### config.mk
export PLATFORM = sky130hd
export DESIGN_NAME = config_text_tokenizer_top_flat
export DESIGN_NICKNAME = d
export VERILOG_FILES = /design/src/rtl/core/ctt_pkg.sv /design/src/rtl/core/ctt_if.sv /design/src/rtl/core/ctt_front.sv /design/src/rtl/core/ctt_queue.sv /design/src/rtl/core/ctt_back.sv /design/src/rtl/core/config_text_tokenizer_top.sv /design/src/flat_wrapper.sv
export SDC_FILE = /design/constraint.sdc
export NUM_CORES = 1
export LEC_CHECK = 0
export ABC_AREA = 1
export BUFFER_PORTS_ARGS = -buffer_cell sky130_fd_sc_hd__buf_2
export CAP_MARGIN = 10
export CELL_PAD_IN_SITES_DETAIL_PLACEMENT = 0
export CELL_PAD_IN_SITES_GLOBAL_PLACEMENT = 1
export CORE_MARGIN = 2
export CORE_UTILIZATION = 48
export CTS_CLUSTER_DIAMETER = 50
export DETAILED_ROUTE_END_ITERATION = 8
export GPL_TIMING_DRIVEN = 1
export HOLD_SLACK_MARGIN = 0.1
export PLACE_DENSITY_LB_ADDON = 0.1
export SYNTH_ARGS = -nofsm -noshare
export SYNTH_HDL_FRONTEND = slang
export SYNTH_SLANG_ARGS = --single-unit
### constraint.sdc
create_clock -name clk_i -period 6.66 [get_ports clk_i]
set_input_delay 0.333 -clock clk_i [delete_from_list [all_inputs] [get_ports clk_i]]
set_output_delay 0.333 -clock clk_i [all_outputs]
set_load 0.02 [all_outputs]
### src/rtl/core/ctt_pkg.sv
// shared types, character codes and helper functions of the config text tokenizer
package ctt_pkg;

  // queue between the front and the back part
  localparam int unsigned QUEUE_DEPTH = 2;
  localparam int unsigned QUEUE_PTR_W = (QUEUE_DEPTH > 1) ? $clog2(QUEUE_DEPTH) : 1;
  localparam int unsigned QUEUE_CNT_W = $clog2(QUEUE_DEPTH + 1);

  // character codes
  localparam logic [7:0] CH_LBRACE = 8'h7B;
  localparam logic [7:0] CH_RBRACE = 8'h7D;
  localparam logic [7:0] CH_SEMI   = 8'h3B;
  localparam logic [7:0] CH_HASH   = 8'h23;
  localparam logic [7:0] CH_BSLASH = 8'h5C;
  localparam logic [7:0] CH_DQUOTE = 8'h22;
  localparam logic [7:0] CH_SQUOTE = 8'h27;
  localparam logic [7:0] CH_SPACE  = 8'h20;
  localparam logic [7:0] CH_TAB    = 8'h09;
  localparam logic [7:0] CH_CR     = 8'h0D;
  localparam logic [7:0] CH_LF     = 8'h0A;
  localparam logic [7:0] CH_NUL    = 8'h00;

  // token kinds as seen on the result channel
  typedef enum logic [2:0] {
    KIND_WORD    = 3'd0,
    KIND_QUOTED  = 3'd1,
    KIND_OPEN    = 3'd2,
    KIND_CLOSE   = 3'd3,
    KIND_SEMI    = 3'd4,
    KIND_COMMENT = 3'd5,
    KIND_EOF     = 3'd6,
    KIND_INVALID = 3'd7
  } kind_e;

  // lexer states, one-hot
  typedef enum logic [5:0] {
    ST_START   = 6'b000001,
    ST_WORD    = 6'b000010,
    ST_COMMENT = 6'b000100,
    ST_SQUOTE  = 6'b001000,
    ST_DQUOTE  = 6'b010000,
    ST_ENDQ    = 6'b100000
  } lex_state_e;

  // one classified input byte: its first result and an optional second one
  typedef struct packed {
    logic [7:0] data_byte;
    logic       first_append;
    logic       first_done;
    kind_e      first_kind;
    logic       has_second;
    kind_e      second_kind;
  } ctt_entry_t;

  function automatic logic is_space(logic [7:0] c);
    return c inside {CH_SPACE, CH_TAB, CH_CR, CH_LF};
  endfunction

  function automatic logic is_delim(logic [7:0] c);
    return c inside {CH_LBRACE, CH_RBRACE, CH_SEMI};
  endfunction

  function automatic kind_e delim_kind(logic [7:0] c);
    kind_e k;
    k = KIND_SEMI;
    if (c == CH_LBRACE) k = KIND_OPEN;
    else if (c == CH_RBRACE) k = KIND_CLOSE;
    return k;
  endfunction

endpackage

### src/rtl/core/ctt_if.sv
// valid/ready channel interfaces for text bytes and token results

interface ctt_in_if;
  logic       valid;
  logic       ready;
  logic [7:0] text_byte;
  logic       end_of_input;

  modport source (output valid, text_byte, end_of_input, input ready);
  modport sink   (input valid, text_byte, end_of_input, output ready);
endinterface

interface ctt_out_if;
  logic       valid;
  logic       ready;
  logic [7:0] byte_out;
  logic       append;
  logic       token_done;
  logic [2:0] kind;
  logic       last;

  modport source (output valid, byte_out, append, token_done, kind, last, input ready);
  modport sink   (input valid, byte_out, append, token_done, kind, last, output ready);
endinterface

### src/rtl/core/ctt_front.sv
// front part: accepts text bytes, runs the lexer state and classifies each byte
module ctt_front (
  input  logic               clk_i,
  input  logic               rst_ni,
  ctt_in_if.sink             in_i,
  output logic               push_valid_o,
  input  logic               push_ready_i,
  output ctt_pkg::ctt_entry_t push_data_o
);

  ctt_pkg::lex_state_e state_q, state_d;
  logic                esc_q, esc_d;
  ctt_pkg::ctt_entry_t entry;
  logic                accept;
  logic [7:0]          c;
  logic [7:0]          quote_char;

  assign in_i.ready   = push_ready_i;
  assign accept       = in_i.valid && push_ready_i;
  assign push_valid_o = in_i.valid;
  assign push_data_o  = entry;
  assign c            = in_i.text_byte;
  assign quote_char   = (state_q == ctt_pkg::ST_SQUOTE) ? ctt_pkg::CH_SQUOTE
                                                        : ctt_pkg::CH_DQUOTE;

  // classify the byte against the current lexer state
  always_comb begin
    entry.data_byte    = c;
    entry.first_append = 1'b0;
    entry.first_done   = 1'b0;
    entry.first_kind   = ctt_pkg::KIND_WORD;
    entry.has_second   = 1'b0;
    entry.second_kind  = ctt_pkg::KIND_SEMI;
    state_d            = state_q;
    esc_d              = esc_q;

    if (in_i.end_of_input) begin
      // end of text: one result, open quote is invalid
      entry.data_byte  = ctt_pkg::CH_NUL;
      entry.first_done = 1'b1;
      entry.first_kind = (state_q == ctt_pkg::ST_SQUOTE || state_q == ctt_pkg::ST_DQUOTE)
                         ? ctt_pkg::KIND_INVALID : ctt_pkg::KIND_EOF;
      state_d          = ctt_pkg::ST_START;
      esc_d            = 1'b0;
    end else begin
      case (state_q)
        ctt_pkg::ST_START: begin
          if (ctt_pkg::is_delim(c)) begin
            entry.first_append = 1'b1;
            entry.first_done   = 1'b1;
            entry.first_kind   = ctt_pkg::delim_kind(c);
          end else if (c == ctt_pkg::CH_HASH) begin
            entry.first_append = 1'b1;
            state_d            = ctt_pkg::ST_COMMENT;
          end else if (c == ctt_pkg::CH_SQUOTE) begin
            entry.first_append = 1'b1;
            state_d            = ctt_pkg::ST_SQUOTE;
          end else if (c == ctt_pkg::CH_DQUOTE) begin
            entry.first_append = 1'b1;
            state_d            = ctt_pkg::ST_DQUOTE;
          end else if (ctt_pkg::is_space(c)) begin
            entry.first_append = 1'b0;
          end else if (c == ctt_pkg::CH_BSLASH) begin
            esc_d   = 1'b1;
            state_d = ctt_pkg::ST_WORD;
          end else begin
            entry.first_append = 1'b1;
            state_d            = ctt_pkg::ST_WORD;
          end
        end
        ctt_pkg::ST_COMMENT: begin
          if (c == ctt_pkg::CH_CR || c == ctt_pkg::CH_LF) begin
            entry.first_done = 1'b1;
            entry.first_kind = ctt_pkg::KIND_COMMENT;
            state_d          = ctt_pkg::ST_START;
            esc_d            = 1'b0;
          end else begin
            entry.first_append = 1'b1;
          end
        end
        ctt_pkg::ST_SQUOTE, ctt_pkg::ST_DQUOTE: begin
          if (c == ctt_pkg::CH_BSLASH) begin
            entry.first_append = esc_q;
            esc_d              = ~esc_q;
          end else begin
            entry.first_append = 1'b1;
            if (c == quote_char && !esc_q) state_d = ctt_pkg::ST_ENDQ;
            esc_d = 1'b0;
          end
        end
        ctt_pkg::ST_ENDQ: begin
          // only whitespace or a semicolon may follow a closing quote
          entry.first_done = 1'b1;
          if (ctt_pkg::is_space(c)) begin
            entry.first_kind = ctt_pkg::KIND_QUOTED;
          end else if (c == ctt_pkg::CH_SEMI) begin
            entry.first_kind  = ctt_pkg::KIND_QUOTED;
            entry.has_second  = 1'b1;
            entry.second_kind = ctt_pkg::KIND_SEMI;
          end else begin
            entry.first_kind = ctt_pkg::KIND_INVALID;
          end
          state_d = ctt_pkg::ST_START;
          esc_d   = 1'b0;
        end
        default: begin
          // plain word
          if (c == ctt_pkg::CH_BSLASH) begin
            entry.first_append = esc_q;
            esc_d              = ~esc_q;
          end else if (!esc_q && ctt_pkg::is_space(c)) begin
            entry.first_done = 1'b1;
            entry.first_kind = ctt_pkg::KIND_WORD;
            state_d          = ctt_pkg::ST_START;
            esc_d            = 1'b0;
          end else if (!esc_q && ctt_pkg::is_delim(c)) begin
            entry.first_done  = 1'b1;
            entry.first_kind  = ctt_pkg::KIND_WORD;
            entry.has_second  = 1'b1;
            entry.second_kind = ctt_pkg::delim_kind(c);
            state_d           = ctt_pkg::ST_START;
            esc_d             = 1'b0;
          end else begin
            entry.first_append = 1'b1;
            esc_d              = 1'b0;
          end
        end
      endcase
    end
  end

  // lexer state advances on each accepted transaction
  always_ff @(posedge clk_i or negedge rst_ni) begin
    if (!rst_ni) begin
      state_q <= ctt_pkg::ST_START;
      esc_q   <= 1'b0;
    end else if (accept) begin
      state_q <= state_d;
      esc_q   <= esc_d;
    end
  end

endmodule

### src/rtl/core/ctt_queue.sv
// short queue of classified bytes between the front and the back part
module ctt_queue (
  input  logic                clk_i,
  input  logic                rst_ni,
  input  logic                push_valid_i,
  output logic                push_ready_o,
  input  ctt_pkg::ctt_entry_t push_data_i,
  output logic                pop_valid_o,
  input  logic                pop_ready_i,
  output ctt_pkg::ctt_entry_t pop_data_o
);

  ctt_pkg::ctt_entry_t                  mem_q [ctt_pkg::QUEUE_DEPTH];
  logic [ctt_pkg::QUEUE_PTR_W-1:0]      wr_ptr_q, rd_ptr_q;
  logic [ctt_pkg::QUEUE_CNT_W-1:0]      count_q;
  logic                                 push, pop;

  assign push_ready_o = count_q != ctt_pkg::QUEUE_CNT_W'(ctt_pkg::QUEUE_DEPTH);
  assign pop_valid_o  = count_q != '0;
  assign pop_data_o   = mem_q[rd_ptr_q];
  assign push         = push_valid_i && push_ready_o;
  assign pop          = pop_valid_o && pop_ready_i;

  // entry storage
  always_ff @(posedge clk_i) begin
    if (push) mem_q[wr_ptr_q] <= push_data_i;
  end

  // pointers and fill count
  always_ff @(posedge clk_i or negedge rst_ni) begin
    if (!rst_ni) begin
      wr_ptr_q <= '0;
      rd_ptr_q <= '0;
      count_q  <= '0;
    end else begin
      if (push) begin
        wr_ptr_q <= (wr_ptr_q == ctt_pkg::QUEUE_PTR_W'(ctt_pkg::QUEUE_DEPTH - 1))
                    ? '0 : wr_ptr_q + ctt_pkg::QUEUE_PTR_W'(1);
      end
      if (pop) begin
        rd_ptr_q <= (rd_ptr_q == ctt_pkg::QUEUE_PTR_W'(ctt_pkg::QUEUE_DEPTH - 1))
                    ? '0 : rd_ptr_q + ctt_pkg::QUEUE_PTR_W'(1);
      end
      if (push && !pop) count_q <= count_q + ctt_pkg::QUEUE_CNT_W'(1);
      else if (pop && !push) count_q <= count_q - ctt_pkg::QUEUE_CNT_W'(1);
    end
  end

endmodule

### src/rtl/core/ctt_back.sv
// back part: expands each classified byte into one or two results
module ctt_back (
  input  logic                clk_i,
  input  logic                rst_ni,
  input  logic                pop_valid_i,
  output logic                pop_ready_o,
  input  ctt_pkg::ctt_entry_t pop_data_i,
  ctt_out_if.source           out_o
);

  logic                out_valid_q;
  logic [7:0]          byte_q;
  logic                append_q, done_q, last_q;
  ctt_pkg::kind_e      kind_q;
  logic                second_q;
  logic                load;

  // output register is free when empty or being taken
  assign load        = !out_valid_q || out_o.ready;
  assign pop_ready_o = load && (second_q || !pop_data_i.has_second);

  assign out_o.valid      = out_valid_q;
  assign out_o.byte_out   = byte_q;
  assign out_o.append     = append_q;
  assign out_o.token_done = done_q;
  assign out_o.kind       = kind_q;
  assign out_o.last       = last_q;

  // result payload
  always_ff @(posedge clk_i) begin
    if (load && pop_valid_i) begin
      byte_q <= pop_data_i.data_byte;
      if (second_q) begin
        append_q <= 1'b1;
        done_q   <= 1'b1;
        kind_q   <= pop_data_i.second_kind;
        last_q   <= 1'b1;
      end else begin
        append_q <= pop_data_i.first_append;
        done_q   <= pop_data_i.first_done;
        kind_q   <= pop_data_i.first_kind;
        last_q   <= !pop_data_i.has_second;
      end
    end
  end

  // output valid and second-result phase
  always_ff @(posedge clk_i or negedge rst_ni) begin
    if (!rst_ni) begin
      out_valid_q <= 1'b0;
      second_q    <= 1'b0;
    end else if (load) begin
      out_valid_q <= pop_valid_i;
      if (pop_valid_i) second_q <= !second_q && pop_data_i.has_second;
    end
  end

endmodule

### src/rtl/core/config_text_tokenizer_top.sv
// Configuration text tokenizer. Takes one text byte (or an end-of-input marker)
// per cycle while the queue has room, and gives one result per byte, or two when
// a brace or semicolon ends a word or a semicolon ends a quoted word. The front
// lexer accepts a byte every cycle while the two-entry queue has room; the back
// part drives one result per cycle from its output register while the output is
// taken, and a two-result byte holds its queue entry until the second is loaded.
// Each byte passes through a queue entry and then the output register before its
// first result appears. There are no configuration registers.
module config_text_tokenizer_top (
  input  logic      clk_i,
  input  logic      rst_ni,
  ctt_in_if.sink    in_i,
  ctt_out_if.source out_o
);

  logic                push_valid, push_ready;
  logic                pop_valid, pop_ready;
  ctt_pkg::ctt_entry_t push_data, pop_data;

  // lexer and classifier
  ctt_front u_front (
    .clk_i        (clk_i),
    .rst_ni       (rst_ni),
    .in_i         (in_i),
    .push_valid_o (push_valid),
    .push_ready_i (push_ready),
    .push_data_o  (push_data)
  );

  // decoupling queue
  ctt_queue u_queue (
    .clk_i        (clk_i),
    .rst_ni       (rst_ni),
    .push_valid_i (push_valid),
    .push_ready_o (push_ready),
    .push_data_i  (push_data),
    .pop_valid_o  (pop_valid),
    .pop_ready_i  (pop_ready),
    .pop_data_o   (pop_data)
  );

  // result sequencer
  ctt_back u_back (
    .clk_i       (clk_i),
    .rst_ni      (rst_ni),
    .pop_valid_i (pop_valid),
    .pop_ready_o (pop_ready),
    .pop_data_i  (pop_data),
    .out_o       (out_o)
  );

endmodule

### src/flat_wrapper.sv
// flat-port wrapper written by rule: the top's interface ports become plain ports
module config_text_tokenizer_top_flat 
  (clk_i, rst_ni, in_i_valid, in_i_text_byte, in_i_end_of_input, in_i_ready, out_o_valid, out_o_byte_out, out_o_append, out_o_token_done, out_o_kind, out_o_last, out_o_ready);
  ctt_in_if in_i_i ();
  ctt_out_if out_o_i ();
  input  logic clk_i;
  input  logic rst_ni;
  input wire logic [$bits(in_i_i.valid)-1:0] in_i_valid;
  input wire logic [$bits(in_i_i.text_byte)-1:0] in_i_text_byte;
  input wire logic [$bits(in_i_i.end_of_input)-1:0] in_i_end_of_input;
  output wire logic [$bits(in_i_i.ready)-1:0] in_i_ready;
  output wire logic [$bits(out_o_i.valid)-1:0] out_o_valid;
  output wire logic [$bits(out_o_i.byte_out)-1:0] out_o_byte_out;
  output wire logic [$bits(out_o_i.append)-1:0] out_o_append;
  output wire logic [$bits(out_o_i.token_done)-1:0] out_o_token_done;
  output wire logic [$bits(out_o_i.kind)-1:0] out_o_kind;
  output wire logic [$bits(out_o_i.last)-1:0] out_o_last;
  input wire logic [$bits(out_o_i.ready)-1:0] out_o_ready;
  assign in_i_i.valid = in_i_valid;
  assign in_i_i.text_byte = in_i_text_byte;
  assign in_i_i.end_of_input = in_i_end_of_input;
  assign in_i_ready = in_i_i.ready;
  assign out_o_valid = out_o_i.valid;
  assign out_o_byte_out = out_o_i.byte_out;
  assign out_o_append = out_o_i.append;
  assign out_o_token_done = out_o_i.token_done;
  assign out_o_kind = out_o_i.kind;
  assign out_o_last = out_o_i.last;
  assign out_o_i.ready = out_o_ready;
  config_text_tokenizer_top u_core (.clk_i(clk_i), .rst_ni(rst_ni), .in_i(in_i_i), .out_o(out_o_i));
endmodule
==> reports/summary.txt <==
status -> completed
Cell Count, Final, Fillers Out -> 440
Compound-Gate Fraction of Synth Area -> 0.06139
htree depth -> 3
FILL cells -> 521
synthesized area per cell -> 9.178 sq um
routed vias/inst -> 4.959
clock tree sinks -> 61
Crit-path slowest cell -> dfrtp_1
flip-flop and latch area -> 1768 sq um
first-pass GRT wire length -> 9363 um
Synth cell types -> 29
worst-case clock buffer depth -> 2
DRC violations left -> 0
layout cells sized above 1 -> 0.1808
die height -> 82.47 um
area leader, netlist -> edfxtp_1
final hold viol count -> 0
final setup margin -> 4.524 ns
synth-to-layout area growth -> 15.66%
top cells by area, synth -> edfxtp_1 (49%), nand2_1 (12%), dfrtp_1 (10%)
Initial Util -> 0.4992
sequential-to-total area share from yosys stat -> 0.5982
largest net degree at the start of global routing -> 20
PwrDens -> 409.2 nW/um^2
CP max stage delay -> 0.77 ns
clock skew -> 0.005636 ns
overall die area -> 6800 sq um
Worst-path clk slew -> 0.07 ns
Place WS -> 4.027 ns
core area -> 5921 sq um
critical path cell sequence -> mux2i_1 -> nor2_1 -> nor2_1 -> inv_1 -> ha_1 -> a21oi_1 -> o21ai_0 -> xnor2_1
startpoint class of the critical path -> flop
DR pass1 iterations -> 4
Final Routed Wirelength -> 5743 um
Cells after Synth -> 322
WL/cell -> 13.05 um
fraction of registers with async set or reset after synthesis -> 0.2131
Antenna Nets Post-Route -> 0
Final Max Slew Viols -> 0
antenna violations before repair -> 0
Mapped Area -> 2955 sq um
Max Cap Viol -> 0
syn_nets -> 336
final setup vio count -> 0
count leader, synth -> nand2_1
ANT cells -> 0
EDFF count, synth -> 48
Fin Setup TNS -> 0 ns
FP Rows -> 28
placed insts -> 422
Crit path arrival time -> 2.35 ns
initial drt markers -> 115
Synth warnings -> 0
Simple-Gate Fraction of Synth Area -> 0.2693
TritonCTS clock tree -> done
GR Util All Layers -> 0.1879
IO Count -> 29
Tightest Hold Check Type -> in -> reg
CTS buffer count -> 9
Final Cycle Share -> 0.3208
Synth top cells by count -> nand2_1 (94), nor2_1 (53), edfxtp_1 (48)
Root Driver -> clkbuf_8
nets -> 374
Worst VDD drop -> 243.2 uV
Worst Path Required -> 6.87 ns
top cell type's share of synthesized area -> 0.4877
Detailed Place HPWL -> 4228 um
FMAX -> 0.4681 GHz
Slew headroom -> 0.5582
die width -> 82.47 um
critical-path maximum fanout -> 19
Adder-Cell Fraction of Synth Area -> 0.004234
Pleak -> 1.551 nW
Setup crit end kind -> flop
RSZ-0062 raised after global routing -> no
clk_lat worst skew -> 0.32 ns
final total power -> 1.399 mW
largest family of logic cells by synthesized area -> simple AND/OR/NAND/NOR gates
final RePlAce weighted congestion -> 0.8569
min Tclk post-route -> 2.136 ns
Crit Path Category -> reg -> reg
multi-input logic area -> 1026 sq um
gr ovfl total -> 0
Least-Margin Pin Slew -> 0.6628 ns
port buffer count -> 28
CP dominant cell by count -> nor2_1
number of global-route vias before repair -> 2,043
Post-synth top flop -> edfxtp_1
post-synthesis mux area share -> 0.003387
synthesized flop and latch total -> 61
Post-Synth XOR/XNOR Area -> 0.008891
DR vias -> 2,182
## per-stage QoR
stage / utilization / hold WS (ns) / cell area [sq um]
after floorplan: - / 0.03741 / 2955
after global placement: 0.5380 / 0.2350 / 3186
after detailed placement: 0.5380 / 0.2374 / 3186
after CTS: 0.5761 / 0.1866 / 3411
after global routing: 0.5773 / 0.1885 / 3418
final: 0.5773 / 0.2061 / 3418
## timing repair
item,4_1_cts,5_1_grt
gates resized for setup,0,0
endpoints found under the hold margin,12,0
hold buffers,1,0
setup buffers,0,0
## layer usage
metal / global-route usage / vias to the layer above / wire length, um / share of wire
met3: 0.05435 / 4 / 195 / 0.034
met4: 0.06667 / 0 / 36 / 0.0063
met5: 0 / - / 0 / 0
li1: - / 1126 / - / -
met2: 0.3024 / 42 / 2813 / 0.49
met1: 0.2423 / 1010 / 2698 / 0.47
## cells by family (layout without fill, tap and decap cells)
logic type | after synthesis | count (layout)
xor+xnor | 3 | 3
flops | 61 | 61
compound gates | 31 | 31
fa+ha+maj | 1 | 1
buf+inv | 43 | 86
simple gates | 182 | 182
mux | 1 | 1
## placed cells by master, fill, tap and decap left out, types with 2 or more instances in the layout
master and instances:
nand2_1 94, nor2_1 53, edfxtp_1 48, inv_1 34, buf_2 28, o21ai_0 14, nand3_1 12, dfrtp_1 12
clkbuf_8 9, o21bai_1 6, nand3_2 5, a21oi_1 5, inv_2 4, nor2_2 4, nand2_2 3, nor3_1 3
o22ai_1 3, nand4_1 3, buf_4 3, xnor2_1 2, nand2_4 2, clkinv_2 2, clkinv_4 2, bufinv_16 2
## flip-flops by register name (all words and copies together), names as in the netlist
name / cells
u_core.u_queue.wr_ptr_q: 1
u_core.u_back.out_o.append: 1
u_core.u_back.out_o.last: 1
u_core.u_queue.rd_ptr_q: 1
u_core.u_front.state_q: 6
u_core.u_back.second_q: 1
u_core.u_front.esc_q: 1
u_core.u_back.out_o.valid: 1
u_core.u_queue.count_q: 2
u_core.u_back.out_o.byte_out: 8
u_core.u_queue.mem_q: 34
u_core.u_back.out_o.kind: 3
u_core.u_back.out_o.token_done: 1
## final timing paths
path	from	endpoint	cells past startpoint	slack, ns
worst max-delay path	u_core.u_queue.rd_ptr_q	u_core.u_queue.count_q[1]	8	4.52
worst min-delay path	out_o_ready	u_core.u_back.out_o.valid	2	0.21
worst max register to register	u_core.u_queue.rd_ptr_q	u_core.u_queue.count_q[1]	8	4.52
worst min register to register	u_core.u_queue.count_q[1]	u_core.u_queue.count_q[1]	1	0.50
max in group asynchronous	rst_ni	u_core.u_front.state_q[0]	2	5.96
min in group asynchronous	rst_ni	u_core.u_back.out_o.valid	2	0.42
## worst max-delay path, delay by kind of cell (launching register included)
family	cells	cell delay, ns
multiplexers	1	0.26
flip-flops	1	0.77
AND/OR/NAND/NOR	2	0.26
XOR/XNOR	1	0.13
buffers and inverters	1	0.07
AO/OA/AOI/OAI	2	0.22
adder cells (fa/ha/maj)	1	0.32
## power by group
part / internal [mW] / leakage (nW) / switching, mW / total (mW)
Sequential: 0.565 / 0.610 / 0.0584 / 0.623
Combinational: 0.136 / 0.831 / 0.292 / 0.428
Clock: 0.211 / 0.110 / 0.136 / 0.347
## layout make-up
cell class	count	share of cell area
repair buffers	32	0.05051
multi-input cells	218	0.3001
well taps	75	0.02745
clock buffers	10	0.03734
flip-flops and latches	61	0.5172
clock inverters	6	0.02562
inverters	38	0.04173
(Power assumes the default switching activity.)
